[src/design/twhca_pkg.sv]
package twhca_pkg;

    typedef enum logic [1:0] {
        KIND_CAP14  = 2'd0,
        KIND_CAP255 = 2'd1,
        KIND_FRZ15  = 2'd2,
        KIND_NOCAP  = 2'd3
    } det_kind_t;

    localparam int CFG_IDX_BITS = 2;
    localparam int CFG_DATA_BITS = 12;
    localparam logic [CFG_IDX_BITS-1:0] REG_KIND = 2'd0;
    localparam logic [CFG_IDX_BITS-1:0] REG_WINDOW = 2'd1;
    localparam logic [CFG_IDX_BITS-1:0] REG_UFLOW = 2'd2;

    localparam int WIN_BITS = 12;
    localparam int SUM_BITS = 32;
    localparam int ENERGY_BITS = 20;
    localparam int WRAP_UNITS = 4095;
    localparam int CAP_KIND0 = 14;
    localparam int CAP_KIND1 = 255;
    localparam int CAP_KIND2 = 15;

    typedef enum logic [1:0] {
        DIV_IDLE = 2'd0,
        DIV_RUN  = 2'd1,
        DIV_DONE = 2'd2
    } div_state_t;

endpackage

[src/design/twhca_if.sv]
interface twhca_in_if #(
    parameter int TIME_BITS = 24
);
    logic                        valid;
    logic                        ready;
    logic                        req_type;
    logic signed [TIME_BITS-1:0] hit_time;
    logic signed [TIME_BITS-1:0] split_time;
    logic [7:0]                  hit_count;
    logic [7:0]                  inner_tight_in;
    logic [7:0]                  inner_loose_in;
    logic [7:0]                  outer_tight_in;
    logic [7:0]                  outer_loose_in;
    logic [3:0]                  quadrant_bits;
    logic [15:0]                 energy_in;
    logic [7:0]                  channel_number;

    modport source (output valid, req_type, hit_time, split_time, hit_count,
        inner_tight_in, inner_loose_in, outer_tight_in, outer_loose_in,
        quadrant_bits, energy_in, channel_number, input ready);
    modport sink (input valid, req_type, hit_time, split_time, hit_count,
        inner_tight_in, inner_loose_in, outer_tight_in, outer_loose_in,
        quadrant_bits, energy_in, channel_number, output ready);
endinterface

interface twhca_out_if #(
    parameter int TIME_BITS = 24,
    parameter int COUNT_BITS = 10
);
    logic                        valid;
    logic                        ready;
    logic                        accepted;
    logic [COUNT_BITS-1:0]       n_hits;
    logic [COUNT_BITS-1:0]       inner_tight;
    logic [COUNT_BITS-1:0]       inner_loose;
    logic [COUNT_BITS-1:0]       outer_tight;
    logic [COUNT_BITS-1:0]       outer_loose;
    logic [3:0]                  quadrant_mask;
    logic [19:0]                 energy_sum;
    logic signed [TIME_BITS-1:0] average_time;
    logic [7:0]                  channel_out;

    modport source (output valid, accepted, n_hits, inner_tight, inner_loose,
        outer_tight, outer_loose, quadrant_mask, energy_sum, average_time,
        channel_out, input ready);
    modport sink (input valid, accepted, n_hits, inner_tight, inner_loose,
        outer_tight, outer_loose, quadrant_mask, energy_sum, average_time,
        channel_out, output ready);
endinterface

[src/design/time_window_hit_cluster_accumulator.sv]
// channel | dir | beat
// in_ch   | in  | one seed or hit request
// out_ch  | out | cluster state and average time
// cfg     | in  | register write, one cycle
// The front end registers the updated cluster state and hands a snapshot
// to a one-entry queue. The back end divides the time sum by the hit count,
// one quotient bit a cycle in the 32-step divider, and takes no new item
// from the queue until its result has moved to the output register.
// Reset clears cluster state and registers to their defaults.
// The front end stalls while the queue entry waits for the divider; the
// divider holds its result while the output register is still full.
module time_window_hit_cluster_accumulator #(
    parameter int TIME_BITS = 24,
    parameter int COUNT_BITS = 10
) (
    input  logic                                clk,
    input  logic                                rst_n,
    input  logic                                cfg_we,
    input  logic [twhca_pkg::CFG_IDX_BITS-1:0]  cfg_index,
    input  logic [twhca_pkg::CFG_DATA_BITS-1:0] cfg_data,
    twhca_in_if.sink                            in_ch,
    twhca_out_if.source                         out_ch
);
    import twhca_pkg::*;

    logic [1:0] kind_reg;
    logic [WIN_BITS-1:0] win_reg;
    logic uf_reg;

    // configuration registers
    always_ff @(posedge clk or negedge rst_n)
    begin
        if (!rst_n)
        begin
            kind_reg <= KIND_CAP14;
            win_reg <= WIN_BITS'(63);
            uf_reg <= 1'b0;
        end
        else if (cfg_we)
        begin
            case (cfg_index)
                REG_KIND:   kind_reg <= cfg_data[1:0];
                REG_WINDOW: win_reg <= cfg_data[WIN_BITS-1:0];
                REG_UFLOW:  uf_reg <= cfg_data[0];
                default:    ;
            endcase
        end
    end

    logic q_valid, q_ready, q_accepted;
    logic [COUNT_BITS-1:0] q_n_hits;
    logic [4*COUNT_BITS-1:0] q_types;
    logic [3:0] q_quads;
    logic [ENERGY_BITS-1:0] q_energy;
    logic signed [TIME_BITS-1:0] q_first;
    logic signed [SUM_BITS-1:0] q_sum;
    logic [7:0] q_channel;

    twhca_front #(.TIME_BITS(TIME_BITS), .COUNT_BITS(COUNT_BITS)) u_front (
        .clk, .rst_n, .detector_kind(kind_reg),
        .window(win_reg), .underflow_mode(uf_reg), .in_ch,
        .q_valid, .q_ready, .q_accepted, .q_n_hits, .q_types, .q_quads,
        .q_energy, .q_first, .q_sum, .q_channel);

    twhca_back #(.TIME_BITS(TIME_BITS), .COUNT_BITS(COUNT_BITS)) u_back (
        .clk, .rst_n, .q_valid, .q_ready, .q_accepted, .q_n_hits, .q_types,
        .q_quads, .q_energy, .q_first, .q_sum, .q_channel, .out_ch);
endmodule

[src/design/twhca_front.sv]
module twhca_front #(
    parameter int TIME_BITS = 24,
    parameter int COUNT_BITS = 10
) (
    input  logic                                   clk,
    input  logic                                   rst_n,
    input  logic [1:0]                             detector_kind,
    input  logic [twhca_pkg::WIN_BITS-1:0]         window,
    input  logic                                   underflow_mode,
    twhca_in_if.sink                               in_ch,
    // queue entry toward back end
    output logic                                   q_valid,
    input  logic                                   q_ready,
    output logic                                   q_accepted,
    output logic [COUNT_BITS-1:0]                  q_n_hits,
    output logic [4*COUNT_BITS-1:0]                q_types,
    output logic [3:0]                             q_quads,
    output logic [twhca_pkg::ENERGY_BITS-1:0]      q_energy,
    output logic signed [TIME_BITS-1:0]            q_first,
    output logic signed [twhca_pkg::SUM_BITS-1:0]  q_sum,
    output logic [7:0]                             q_channel
);
    import twhca_pkg::*;

    localparam int EB = TIME_BITS + 1;
    localparam int WB = TIME_BITS + 3;
    localparam int PB = TIME_BITS + 10;
    localparam int AW = ((PB > SUM_BITS) ? PB : SUM_BITS) + 1;
    localparam logic [COUNT_BITS-1:0] CMAX = {COUNT_BITS{1'b1}};
    localparam logic signed [WB-1:0] EMAXW = WB'((64'sd1 <<< (EB - 1)) - 1);
    localparam logic signed [WB-1:0] EMINW = WB'(-(64'sd1 <<< (EB - 1)));
    localparam logic signed [AW-1:0] SMAXW = AW'((64'sd1 <<< (SUM_BITS - 1)) - 1);
    localparam logic signed [AW-1:0] SMINW = AW'(-(64'sd1 <<< (SUM_BITS - 1)));

    // cluster state
    logic signed [TIME_BITS-1:0]   first_reg;
    logic signed [EB-1:0]          elow_reg, ehigh_reg;
    logic signed [SUM_BITS-1:0]    sum_reg;
    logic [COUNT_BITS-1:0]         tot_reg;
    logic [COUNT_BITS-1:0]         tc_reg [4];
    logic [3:0]                    quad_reg;
    logic [ENERGY_BITS-1:0]        en_reg;
    logic [7:0]                    chan_reg;
    logic                          qv_reg, qacc_reg;

    logic signed [WB-1:0] t_w, w_w, hi_w, lo_w, d_w;
    logic [7:0] tin [4];
    logic in_win, skip_all, freeze, take;
    logic signed [TIME_BITS:0] dt;
    logic signed [PB-1:0] prod;
    logic signed [AW-1:0] sum_w;
    logic [COUNT_BITS:0] tot_w;
    logic [COUNT_BITS:0] tc_w [4];
    logic [ENERGY_BITS:0] en_w;

    assign in_ch.ready = !qv_reg || q_ready;
    assign take = in_ch.valid && in_ch.ready;

    assign tin[0] = in_ch.inner_tight_in;
    assign tin[1] = in_ch.inner_loose_in;
    assign tin[2] = in_ch.outer_tight_in;
    assign tin[3] = in_ch.outer_loose_in;

    // window edges for a seed
    always_comb
    begin
        t_w = WB'(in_ch.hit_time);
        w_w = WB'($signed({1'b0, window}));
        hi_w = t_w + w_w;
        d_w = t_w - WB'(in_ch.split_time) - w_w;
        lo_w = t_w - w_w;
        if (underflow_mode && d_w < 0)
            lo_w = t_w + WB'(WRAP_UNITS) + d_w;
        if (hi_w > EMAXW) hi_w = EMAXW;
        if (lo_w < EMINW) lo_w = EMINW;
        if (lo_w > EMAXW) lo_w = EMAXW;
    end

    // hit classification and accumulation
    always_comb
    begin
        in_win = (EB'(in_ch.hit_time) > elow_reg) && (EB'(in_ch.hit_time) < ehigh_reg);
        freeze = (detector_kind == KIND_FRZ15) && (tot_reg == COUNT_BITS'(CAP_KIND2));
        skip_all = ((detector_kind == KIND_CAP14) && (tot_reg == COUNT_BITS'(CAP_KIND0)))
            || ((detector_kind == KIND_CAP255) && (tot_reg == COUNT_BITS'(CAP_KIND1)));
        dt = (TIME_BITS+1)'(in_ch.hit_time) - (TIME_BITS+1)'(first_reg);
        prod = PB'(dt) * $signed({2'b0, in_ch.hit_count});
        sum_w = AW'(sum_reg) + AW'(prod);
        if (sum_w > SMAXW) sum_w = SMAXW;
        if (sum_w < SMINW) sum_w = SMINW;
        tot_w = {1'b0, tot_reg} + (COUNT_BITS+1)'(in_ch.hit_count);
        if (tot_w > {1'b0, CMAX}) tot_w = {1'b0, CMAX};
        for (int i = 0; i < 4; i++)
        begin
            tc_w[i] = {1'b0, tc_reg[i]} + (COUNT_BITS+1)'(tin[i]);
            if (tc_w[i] > {1'b0, CMAX}) tc_w[i] = {1'b0, CMAX};
        end
        en_w = {1'b0, en_reg} + (ENERGY_BITS+1)'(in_ch.energy_in);
        if (en_w[ENERGY_BITS]) en_w = {1'b0, {ENERGY_BITS{1'b1}}};
    end

    // control
    always_ff @(posedge clk or negedge rst_n)
    begin
        if (!rst_n)
        begin
            qv_reg <= 1'b0;
            first_reg <= '0;
            elow_reg <= '0;
            ehigh_reg <= '0;
            sum_reg <= '0;
            tot_reg <= '0;
            for (int i = 0; i < 4; i++) tc_reg[i] <= '0;
            quad_reg <= '0;
            en_reg <= '0;
            chan_reg <= '0;
            qacc_reg <= 1'b0;
        end
        else
        begin
            if (take) qv_reg <= 1'b1;
            else if (q_ready) qv_reg <= 1'b0;
            if (take)
            begin
                if (!in_ch.req_type)
                begin
                    qacc_reg <= 1'b1;
                    first_reg <= in_ch.hit_time;
                    chan_reg <= in_ch.channel_number;
                    tot_reg <= COUNT_BITS'(1);
                    sum_reg <= '0;
                    for (int i = 0; i < 4; i++) tc_reg[i] <= COUNT_BITS'(tin[i]);
                    quad_reg <= in_ch.quadrant_bits;
                    en_reg <= ENERGY_BITS'(in_ch.energy_in);
                    ehigh_reg <= EB'(hi_w);
                    elow_reg <= EB'(lo_w);
                end
                else
                begin
                    qacc_reg <= in_win;
                    if (in_win && !skip_all)
                    begin
                        if (!freeze)
                        begin
                            tot_reg <= tot_w[COUNT_BITS-1:0];
                            sum_reg <= sum_w[SUM_BITS-1:0];
                        end
                        for (int i = 0; i < 4; i++) tc_reg[i] <= tc_w[i][COUNT_BITS-1:0];
                        quad_reg <= quad_reg | in_ch.quadrant_bits;
                        en_reg <= en_w[ENERGY_BITS-1:0];
                    end
                end
            end
        end
    end

    assign q_valid = qv_reg;
    assign q_accepted = qacc_reg;
    assign q_n_hits = tot_reg;
    assign q_types = {tc_reg[3], tc_reg[2], tc_reg[1], tc_reg[0]};
    assign q_quads = quad_reg;
    assign q_energy = en_reg;
    assign q_first = first_reg;
    assign q_sum = sum_reg;
    assign q_channel = chan_reg;
endmodule

[src/design/twhca_back.sv]
module twhca_back #(
    parameter int TIME_BITS = 24,
    parameter int COUNT_BITS = 10
) (
    input  logic                                   clk,
    input  logic                                   rst_n,
    input  logic                                   q_valid,
    output logic                                   q_ready,
    input  logic                                   q_accepted,
    input  logic [COUNT_BITS-1:0]                  q_n_hits,
    input  logic [4*COUNT_BITS-1:0]                q_types,
    input  logic [3:0]                             q_quads,
    input  logic [twhca_pkg::ENERGY_BITS-1:0]      q_energy,
    input  logic signed [TIME_BITS-1:0]            q_first,
    input  logic signed [twhca_pkg::SUM_BITS-1:0]  q_sum,
    input  logic [7:0]                             q_channel,
    twhca_out_if.source                            out_ch
);
    import twhca_pkg::*;

    localparam int SB = SUM_BITS;
    localparam int CW = $clog2(SB + 1);
    localparam int AB = SB + 2;

    div_state_t st_reg, st_next;
    logic [CW-1:0] cnt_reg;
    logic [SB-1:0] quo_reg, rem_reg, mag_reg;
    logic [COUNT_BITS-1:0] dvs_reg;
    logic neg_reg;
    logic acc_reg;
    logic [COUNT_BITS-1:0] nh_reg;
    logic [4*COUNT_BITS-1:0] ty_reg;
    logic [3:0] qd_reg;
    logic [ENERGY_BITS-1:0] en_reg;
    logic signed [TIME_BITS-1:0] first_reg, avg_reg;
    logic [7:0] ch_reg;
    logic ov_reg;
    logic [SB:0] trial;
    logic signed [AB-1:0] avg_w;
    logic load, fin;

    // one quotient bit per cycle
    assign trial = {rem_reg, mag_reg[SB-1]} - (SB+1)'(dvs_reg);

    always_comb
    begin
        st_next = st_reg;
        load = 1'b0;
        fin = 1'b0;
        case (st_reg)
            DIV_IDLE:
            begin
                if (q_valid)
                begin
                    st_next = DIV_RUN;
                    load = 1'b1;
                end
            end
            DIV_RUN:
            begin
                if (cnt_reg == CW'(SB - 1)) st_next = DIV_DONE;
            end
            DIV_DONE:
            begin
                if (!ov_reg || out_ch.ready)
                begin
                    st_next = DIV_IDLE;
                    fin = 1'b1;
                end
            end
            default:  st_next = DIV_IDLE;
        endcase
    end
    assign q_ready = load;

    always_comb
    begin
        avg_w = AB'(first_reg) + (neg_reg ? -AB'({1'b0, quo_reg}) : AB'({1'b0, quo_reg}));
        if (avg_w > AB'((64'sd1 <<< (TIME_BITS - 1)) - 1))
            avg_w = AB'((64'sd1 <<< (TIME_BITS - 1)) - 1);
        if (avg_w < AB'(-(64'sd1 <<< (TIME_BITS - 1))))
            avg_w = AB'(-(64'sd1 <<< (TIME_BITS - 1)));
    end

    always_ff @(posedge clk or negedge rst_n)
    begin
        if (!rst_n)
        begin
            st_reg <= DIV_IDLE;
            ov_reg <= 1'b0;
            cnt_reg <= '0;
        end
        else
        begin
            st_reg <= st_next;
            if (out_ch.ready) ov_reg <= 1'b0;
            if (fin) ov_reg <= 1'b1;
            if (load) cnt_reg <= '0;
            else if (st_reg == DIV_RUN) cnt_reg <= cnt_reg + CW'(1);
        end
    end

    // divider datapath and result capture
    always_ff @(posedge clk)
    begin
        if (load)
        begin
            acc_reg <= q_accepted;
            nh_reg <= q_n_hits;
            ty_reg <= q_types;
            qd_reg <= q_quads;
            en_reg <= q_energy;
            first_reg <= q_first;
            ch_reg <= q_channel;
            neg_reg <= q_sum[SB-1];
            mag_reg <= q_sum[SB-1] ? (~q_sum + SB'(1)) : q_sum;
            dvs_reg <= q_n_hits;
            rem_reg <= '0;
            quo_reg <= '0;
        end
        else if (st_reg == DIV_RUN)
        begin
            mag_reg <= {mag_reg[SB-2:0], 1'b0};
            if (dvs_reg == '0)
            begin
                quo_reg <= '0;
            end
            else if (!trial[SB])
            begin
                rem_reg <= trial[SB-1:0];
                quo_reg <= {quo_reg[SB-2:0], 1'b1};
            end
            else
            begin
                rem_reg <= {rem_reg[SB-2:0], mag_reg[SB-1]};
                quo_reg <= {quo_reg[SB-2:0], 1'b0};
            end
        end
        if (fin) avg_reg <= TIME_BITS'(avg_w);
    end

    // output register
    always_ff @(posedge clk)
    begin
        if (fin)
        begin
            out_ch.accepted <= acc_reg;
            out_ch.n_hits <= nh_reg;
            out_ch.inner_tight <= ty_reg[COUNT_BITS-1:0];
            out_ch.inner_loose <= ty_reg[2*COUNT_BITS-1:COUNT_BITS];
            out_ch.outer_tight <= ty_reg[3*COUNT_BITS-1:2*COUNT_BITS];
            out_ch.outer_loose <= ty_reg[4*COUNT_BITS-1:3*COUNT_BITS];
            out_ch.quadrant_mask <= qd_reg;
            out_ch.energy_sum <= en_reg;
            out_ch.channel_out <= ch_reg;
        end
    end
    assign out_ch.average_time = avg_reg;
    assign out_ch.valid = ov_reg;
endmodule

[src/flat_wrapper.sv]
// flat-port wrapper written by rule: the top's interface ports become plain ports
module time_window_hit_cluster_accumulator_flat import twhca_pkg::*;
#(
    parameter int TIME_BITS = 24,
    parameter int COUNT_BITS = 10
)
  (clk, rst_n, cfg_we, cfg_index, cfg_data, in_ch_valid, in_ch_req_type, in_ch_hit_time, in_ch_split_time, in_ch_hit_count, in_ch_inner_tight_in, in_ch_inner_loose_in, in_ch_outer_tight_in, in_ch_outer_loose_in, in_ch_quadrant_bits, in_ch_energy_in, in_ch_channel_number, in_ch_ready, out_ch_valid, out_ch_accepted, out_ch_n_hits, out_ch_inner_tight, out_ch_inner_loose, out_ch_outer_tight, out_ch_outer_loose, out_ch_quadrant_mask, out_ch_energy_sum, out_ch_average_time, out_ch_channel_out, out_ch_ready);
  twhca_in_if #(.TIME_BITS(TIME_BITS)) in_ch_i ();
  twhca_out_if #(.TIME_BITS(TIME_BITS), .COUNT_BITS(COUNT_BITS)) out_ch_i ();
  input  logic clk;
  input  logic rst_n;
  input  logic cfg_we;
  input  logic [twhca_pkg::CFG_IDX_BITS-1:0] cfg_index;
  input  logic [twhca_pkg::CFG_DATA_BITS-1:0] cfg_data;
  input wire logic [$bits(in_ch_i.valid)-1:0] in_ch_valid;
  input wire logic [$bits(in_ch_i.req_type)-1:0] in_ch_req_type;
  input wire logic [$bits(in_ch_i.hit_time)-1:0] in_ch_hit_time;
  input wire logic [$bits(in_ch_i.split_time)-1:0] in_ch_split_time;
  input wire logic [$bits(in_ch_i.hit_count)-1:0] in_ch_hit_count;
  input wire logic [$bits(in_ch_i.inner_tight_in)-1:0] in_ch_inner_tight_in;
  input wire logic [$bits(in_ch_i.inner_loose_in)-1:0] in_ch_inner_loose_in;
  input wire logic [$bits(in_ch_i.outer_tight_in)-1:0] in_ch_outer_tight_in;
  input wire logic [$bits(in_ch_i.outer_loose_in)-1:0] in_ch_outer_loose_in;
  input wire logic [$bits(in_ch_i.quadrant_bits)-1:0] in_ch_quadrant_bits;
  input wire logic [$bits(in_ch_i.energy_in)-1:0] in_ch_energy_in;
  input wire logic [$bits(in_ch_i.channel_number)-1:0] in_ch_channel_number;
  output wire logic [$bits(in_ch_i.ready)-1:0] in_ch_ready;
  output wire logic [$bits(out_ch_i.valid)-1:0] out_ch_valid;
  output wire logic [$bits(out_ch_i.accepted)-1:0] out_ch_accepted;
  output wire logic [$bits(out_ch_i.n_hits)-1:0] out_ch_n_hits;
  output wire logic [$bits(out_ch_i.inner_tight)-1:0] out_ch_inner_tight;
  output wire logic [$bits(out_ch_i.inner_loose)-1:0] out_ch_inner_loose;
  output wire logic [$bits(out_ch_i.outer_tight)-1:0] out_ch_outer_tight;
  output wire logic [$bits(out_ch_i.outer_loose)-1:0] out_ch_outer_loose;
  output wire logic [$bits(out_ch_i.quadrant_mask)-1:0] out_ch_quadrant_mask;
  output wire logic [$bits(out_ch_i.energy_sum)-1:0] out_ch_energy_sum;
  output wire logic [$bits(out_ch_i.average_time)-1:0] out_ch_average_time;
  output wire logic [$bits(out_ch_i.channel_out)-1:0] out_ch_channel_out;
  input wire logic [$bits(out_ch_i.ready)-1:0] out_ch_ready;
  assign in_ch_i.valid = in_ch_valid;
  assign in_ch_i.req_type = in_ch_req_type;
  assign in_ch_i.hit_time = in_ch_hit_time;
  assign in_ch_i.split_time = in_ch_split_time;
  assign in_ch_i.hit_count = in_ch_hit_count;
  assign in_ch_i.inner_tight_in = in_ch_inner_tight_in;
  assign in_ch_i.inner_loose_in = in_ch_inner_loose_in;
  assign in_ch_i.outer_tight_in = in_ch_outer_tight_in;
  assign in_ch_i.outer_loose_in = in_ch_outer_loose_in;
  assign in_ch_i.quadrant_bits = in_ch_quadrant_bits;
  assign in_ch_i.energy_in = in_ch_energy_in;
  assign in_ch_i.channel_number = in_ch_channel_number;
  assign in_ch_ready = in_ch_i.ready;
  assign out_ch_valid = out_ch_i.valid;
  assign out_ch_accepted = out_ch_i.accepted;
  assign out_ch_n_hits = out_ch_i.n_hits;
  assign out_ch_inner_tight = out_ch_i.inner_tight;
  assign out_ch_inner_loose = out_ch_i.inner_loose;
  assign out_ch_outer_tight = out_ch_i.outer_tight;
  assign out_ch_outer_loose = out_ch_i.outer_loose;
  assign out_ch_quadrant_mask = out_ch_i.quadrant_mask;
  assign out_ch_energy_sum = out_ch_i.energy_sum;
  assign out_ch_average_time = out_ch_i.average_time;
  assign out_ch_channel_out = out_ch_i.channel_out;
  assign out_ch_i.ready = out_ch_ready;
  time_window_hit_cluster_accumulator #(.TIME_BITS(TIME_BITS), .COUNT_BITS(COUNT_BITS)) u_core (.clk(clk), .rst_n(rst_n), .cfg_we(cfg_we), .cfg_index(cfg_index), .cfg_data(cfg_data), .in_ch(in_ch_i), .out_ch(out_ch_i));
endmodule
[config.mk]
export PLATFORM = sky130hd
export DESIGN_NAME = time_window_hit_cluster_accumulator_flat
export DESIGN_NICKNAME = d
export VERILOG_FILES = /design/src/design/twhca_pkg.sv /design/src/design/twhca_if.sv /design/src/design/time_window_hit_cluster_accumulator.sv /design/src/design/twhca_front.sv /design/src/design/twhca_back.sv /design/src/flat_wrapper.sv
export SDC_FILE = /design/constraint.sdc
export NUM_CORES = 2
export LEC_CHECK = 0
export BUFFER_PORTS_ARGS = -buffer_cell sky130_fd_sc_hd__buf_2
export CORE_MARGIN = 2
export CORE_UTILIZATION = 50
export DETAILED_ROUTE_END_ITERATION = 7
export PLACE_DENSITY = 0.68
export SYNTH_ARGS = -nofsm -noshare
export SYNTH_HDL_FRONTEND = slang
export SYNTH_SLANG_ARGS = --single-unit
[constraint.sdc]
create_clock -name clk -period 12.04 [get_ports clk]
set_clock_uncertainty 0.2 [all_clocks]
set_input_delay 1.806 -clock clk [delete_from_list [all_inputs] [get_ports clk]]
set_output_delay 1.806 -clock clk [all_outputs]
set_load 0.02 [all_outputs]
# After elaboration in Yosys (flattened, before gate mapping)
# Cells that the tools add are included.
[totals]
regBits = 525
inputBits = 136
word_cells = 170
output_inout_bits = 109
[op_classes]
magnitude_cmp = 15
eq_ne = 15
addsub = 19
n_bitwise = 4
reduce_logical = 28
muxes = 47
mul = 1
[ops]
columns = ["cell", "n"]
rows = [
  ["two-way mux 32 bit", 9],
  ["two-way mux 10 bit", 8],
  ["two-way mux 40 bit", 2],
  ["two-way mux 34 bit", 2],
  ["two-way mux 20 bit", 3],
  ["adder 10 x 8 -> 11 bit", 5],
  ["> comparator 11 x 10 -> 1 bit, second input constant", 5],
  ["two-way mux 27 bit", 2],
  ["two-way mux 25 bit", 2],
  ["subtractor 24 x 24 -> 25 bit", 2],
  ["adder 32 x 34 -> 35 bit", 1],
  ["> comparator 35 x 32 -> 1 bit, second input constant", 1],
  ["< comparator 35 x 32 -> 1 bit, second input constant", 1],
  ["two-way mux 35 bit", 1],
  ["adder 34 bit", 1],
  ["> comparator 34 x 24 -> 1 bit, second input constant", 1],
  ["< comparator 34 x 24 -> 1 bit, second input constant", 1],
  ["multiplier 25 x 9 -> 34 bit", 1],
  ["negation 32 -> 34 bit", 1],
  ["subtractor 33 x 10 -> 33 bit", 1],
  ["adder 32 x 2 -> 32 bit, second input constant", 1],
  ["inverter 32 bit", 1],
  ["adder 25 x 26 -> 27 bit", 1],
  ["> comparator 27 x 25 -> 1 bit, second input constant", 1],
  ["other kinds (33)", 75],
]

# Longest topological paths before layout
[logic_depth]
depth_word = 10
mapped_depth = 37
depth_no_buf = 36

# Cells and area by module
# Synthesis repeated with hierarchy kept, for this count alone.
[unflattened]
hier_cells = 4356
area_unflattened_um2 = 40948.0
[by_module_without_submodules]
columns = ["module", "cells_each", "n_inst", "seq_area_each_um2", "area_per_inst_um2"]
rows = [
  ["twhca_front", 3115, 1, 4754.6, 25628.3],
  ["twhca_back", 1207, 1, 8923.6, 14679.1],
  ["time_window_hit_cluster_accumulator", 34, 1, 382.9, 640.6],
]

# Worst setup path after synthesis
# Ideal clock, no wire load.
[synth_timing]
path_type = "input-to-reg"
from = "in in_ch_hit_time[0]"
to = "reg u_core.u_front.sum_reg[10] (netlist: u_core.u_front.q_sum[10])"
setup_time_ps = 143
slack_ps = 2010
path_buffers = 3
required_time_ps = 11697
arrival_time_ps = 9687
path_stages = 36
path_cell_list = "inv_1 > ha_1 > fa_1 > nor2b_1 > o21ai_0 > a21boi_0 > o211ai_1 > a211oi_1 > o41ai_1 > o2111ai_1 > nand2_1 > o21ai_0 > o21ai_0 > clkbuf_1 > and2_1 > fa_1 > inv_1 > fa_1 > inv_1 > fa_1 > fa_1 > inv_1 > fa_1 > inv_1 > ha_1 > clkbuf_1 > a21o_1 > a21o_1 > a21oi_1 > o21ai_0 > or3b_2 > o221a_2 > xor2_1 > o31ai_1 > clkbuf_1 > a22oi_1"
[synth_via]
elab_chain_cells = 10
elab_cells_between_ends = 16
classes_between = "add/sub (2); mul (1); order compare (4); eq/ne (1); mux (5); reduce/logical (3)"
[synth_lines]
columns = ["item", "line_no", "source"]
rows = [
  ["from (decl)", "flat_wrapper.sv:17", "input wire logic [$bits(in_ch_i.hit_time)-1:0] in_ch_hit_time;"],
  ["subtractor 24 x 24 -> 25 bit", "twhca_front.sv:86", "dt = (TIME_BITS+1)'(in_ch.hit_time) - (TIME_BITS+1)'(first_reg);"],
  ["multiplier 25 x 9 -> 34 bit", "twhca_front.sv:87", "prod = PB'(dt) * $signed({2'b0, in_ch.hit_count});"],
  ["adder 32 x 34 -> 35 bit", "twhca_front.sv:88", "sum_w = AW'(sum_reg) + AW'(prod);"],
  ["> comparator 35 x 32 -> 1 bit", "twhca_front.sv:89", "if (sum_w > SMAXW) sum_w = SMAXW;"],
  ["two-way mux 35 bit", "twhca_front.sv:89", ""],
  ["< comparator 35 x 32 -> 1 bit", "twhca_front.sv:90", "if (sum_w < SMINW) sum_w = SMINW;"],
  ["two-way mux 32 bit", "twhca_front.sv:90", ""],
  ["two-way mux 32 bit", "twhca_front.sv:143", "if (!freeze)"],
  ["two-way mux 32 bit", "twhca_front.sv:141", "if (in_win && !skip_all)"],
  ["two-way mux 32 bit", "twhca_front.sv:125", "if (!in_ch.req_type)"],
  ["to (signal assigned)", "twhca_front.sv:146", "sum_reg <= sum_w[SUM_BITS-1:0];"],
  ["to (decl)", "twhca_front.sv:38", "logic signed [SUM_BITS-1:0] sum_reg;"],
]
# Several ways; a longest one is shown, not always the timed one. The select of a mux whose other input is x is not followed.
# A chain may end at the register's enable or synchronous reset.

# Worst setup path in the final report
[layout_timing]
from = "in in_ch_hit_time[0]"
to = "reg u_core.u_front.sum_reg[14] (netlist: u_core.u_front.q_sum[14])"
# Same word-level chain as after synthesis.

==> impl_metrics.env <==
export IMPL_cts_root_buf="clkbuf_16"
export IMPL_gp_congestion=0.910
export IMPL_regToRegSetupSlack_ps=2600
export IMPL_first_global_vias=30300
export IMPL_final_layout_size_suffix_gt1_share_pct=10.2
export IMPL_fp_dieArea_sq_mm=0.0833
export IMPL_grt_pass1_wl_um=162000
export IMPL_post_cts_buffers=0
export IMPL_use_met2_pct=40.1
export IMPL_tritoncts="yes"
export IMPL_io_buffers=244
export IMPL_avgRoutedWirePerCell_um=18.1
export IMPL_grt_use_met1_pct=33.3
export IMPL_cts_resized=0
export IMPL_cp_required_ps=12400
export IMPL_core_area_sq_mm=0.0803
export IMPL_clock_latency_ps=650
export IMPL_critical_path_arrival_ps=10760
export IMPL_drt_iter0_markers=1757
export IMPL_hold_class="reg -> reg"
export IMPL_min_from="u_core.u_back.en_reg[9]"
export IMPL_max_cap_viol_count=0
export IMPL_maxSlewViolCount=0
export IMPL_ys_seq_area_share_pct=34.7
export IMPL_critical_path_class="in -> reg"
export IMPL_fp_dieW_um=289
export IMPL_critical_path_most_common_cell="fa_1"
export IMPL_cp_end_kind="flip-flop"
export IMPL_ff2ff_path_depth=33
export IMPL_netlist_instances=4302
export IMPL_fin_crit_sh_pct=86.4
export IMPL_syn_area_per_cell_sq_um=9.41
export IMPL_overflow=0
export IMPL_r2r_end="u_core.u_front.q_sum[14]"
export IMPL_dr_total_vias=31100
export IMPL_rows=104
export IMPL_routed_wl_um=101000
export IMPL_antenna_found_initial=3
export IMPL_clk_pin_slew_ps=60
export IMPL_hold_depth=0
export IMPL_ctsLongestPathBuffers=3
export IMPL_cts_num_sinks=525
export IMPL_chipHeight_um=289
export IMPL_met3_usage_pct=2.63
export IMPL_finalHoldViolations=0
export IMPL_outcome="finished, final reports clean"
export IMPL_min_to="u_core.u_back.out_ch.energy_sum[9]"
export IMPL_io_pin_count=245
export IMPL_worstReg2RegStart="u_core.u_front.q_first[0]"
export IMPL_critPathLaunchType="primary input"
export IMPL_layout_nets=5207
export IMPL_syn_nets=5016
export IMPL_synth_async_sr_flop_share_pct=40.8
export IMPL_synth_ff_type="edfxtp_1"
export IMPL_min_period_ps=10400
export IMPL_grt_max_degree=127
export IMPL_yosysWarnings=0
export IMPL_initial_core_util_pct=50.4
export IMPL_synth_edf_count=247
export IMPL_hpwl_um=78500
export IMPL_ant_nets=0
export IMPL_slowest_stage="fa_1"
export IMPL_ys_ff_latch=525
export IMPL_top_usage_layer="met2"
export IMPL_final_util_pct=56.0
export IMPL_tightestPinTransition_ps=1200
export IMPL_hold_buffers=0
export IMPL_synth_cell_type_count=87
export IMPL_setup_tns_ps=0
export IMPL_slowest_delay_ps=640
export IMPL_fmax_ghz=0.0961
export IMPL_setup_viol=0
export IMPL_viasPerCell=5.55
export IMPL_cts_inserted_buffers=59
export IMPL_firstDrtPassIters=5
export IMPL_syn_to_final_growth_pct=11.0
export IMPL_cp_startpoint="in_ch_hit_time[0]"
export IMPL_n_fill_cell=7170
export IMPL_synth_area_sq_mm=0.0405
export IMPL_crit_fanout=31
export IMPL_drc=0
export IMPL_track_usage_pct=24.2
export IMPL_rsz0062_at_grt="false"
export IMPL_htreeDepth=2
export IMPL_slew_headroom_pct=18.9
## cell type report
class	count	area [sq um]	share of cell area, %
timing repair buffer	275	1480	3.28
tap	1060	1330	2.95
clock inverter	35	472	1.05
inverter	535	2010	4.47
sequential	525	14100	31.3
multi-input combinational	3097	23900	53.3
clock buffer	77	1660	3.69
antenna	1	2.50	0.00557
## worst max-delay path, delay by kind of cell
| kind | cells | cell delay, ps |
|---|---|---|
| adders and majority gates | 8 | 3760 |
| xor gates and xnor gates | 1 | 310 |
| and+or+nand+nor | 4 | 1070 |
| buffers and inverters | 7 | 790 |
| AOI/OAI and AO/OA | 15 | 3010 |
## synth_stat cells, drive strengths merged, types with 73 or more instances
cell / n / area [sq um]
nand2: 443 / 1670
a21o: 73 / 548
inv: 532 / 2000
nor3: 91 / 467
ha: 366 / 4580
nor2: 225 / 845
clkbuf: 135 / 509
edfxtp: 247 / 7420
fa: 212 / 4240
dfrtp: 208 / 5200
o21ai: 296 / 1520
a21oi: 246 / 1230
xnor2: 204 / 1790
and2: 104 / 653
xor2: 77 / 674
## worst max path at each step
stage	slack, ps	to
after floorplan	2010	u_core.u_front.q_sum[10]
after global placement	1190	u_core.u_front.q_sum[2]
after detailed placement	970	u_core.u_front.q_sum[19]
after CTS	1620	u_core.u_front.q_sum[14]
after global routing	780	u_core.u_front.q_sum[3]
final	1640	u_core.u_front.q_sum[14]
## cells by family (layout without fill, tap and decap cells)
| group | Yosys count | in the layout | share of synthesized area (%) |
|---|---|---|---|
| buf+inv | 680 | 922 | 6.36 |
| other cells | 0 | 1 | 0 |
| compound gates | 1059 | 1059 | 16.8 |
| fa+ha+maj | 578 | 578 | 21.8 |
| flops | 525 | 525 | 34.7 |
| mux | 29 | 29 | 0.763 |
| xor+xnor | 281 | 281 | 6.08 |
| simple gates | 1150 | 1150 | 13.5 |
## metrics by stage
stage               hold WS, ps  instance area [sq um]  worst slack (ps)  std cells
finish                      190                  45000              1640       5605
global route                188                  45000               777       5605
CTS                         181                  44900              1620       5604
detailed placement          205                  42800               966       5492
global placement            201                  42800              1190       5492
floorplan                   200                  40500              2010       4302
## cells in the final DEF (no fill, tap or decap), drive strengths merged, types with 53 or more instances in the layout
cell type    n
a21o        73
a21oi      246
and2       104
buf        275
clkbuf      77
dfrtp      208
dfxtp       64
edfxtp     247
fa         212
ha         366
inv        538
nand2      443
nand3       56
nor2       225
nor3        91
o21ai      296
o22ai       53
xnor2      204
xor2        77
## routing by layer
layer / vias up / routed length, um / part of all wire (%)
met3: 160 / 4420 / 4.4
li1: 15300 / - / -
met4: 0 / 3420 / 3.4
met1: 15000 / 46100 / 46
met5: - / 0 / 0
met2: 648 / 47400 / 47
Power is not shown: default switching activity piles up to over one toggle a cycle in this logic, so the estimate is an artifact.
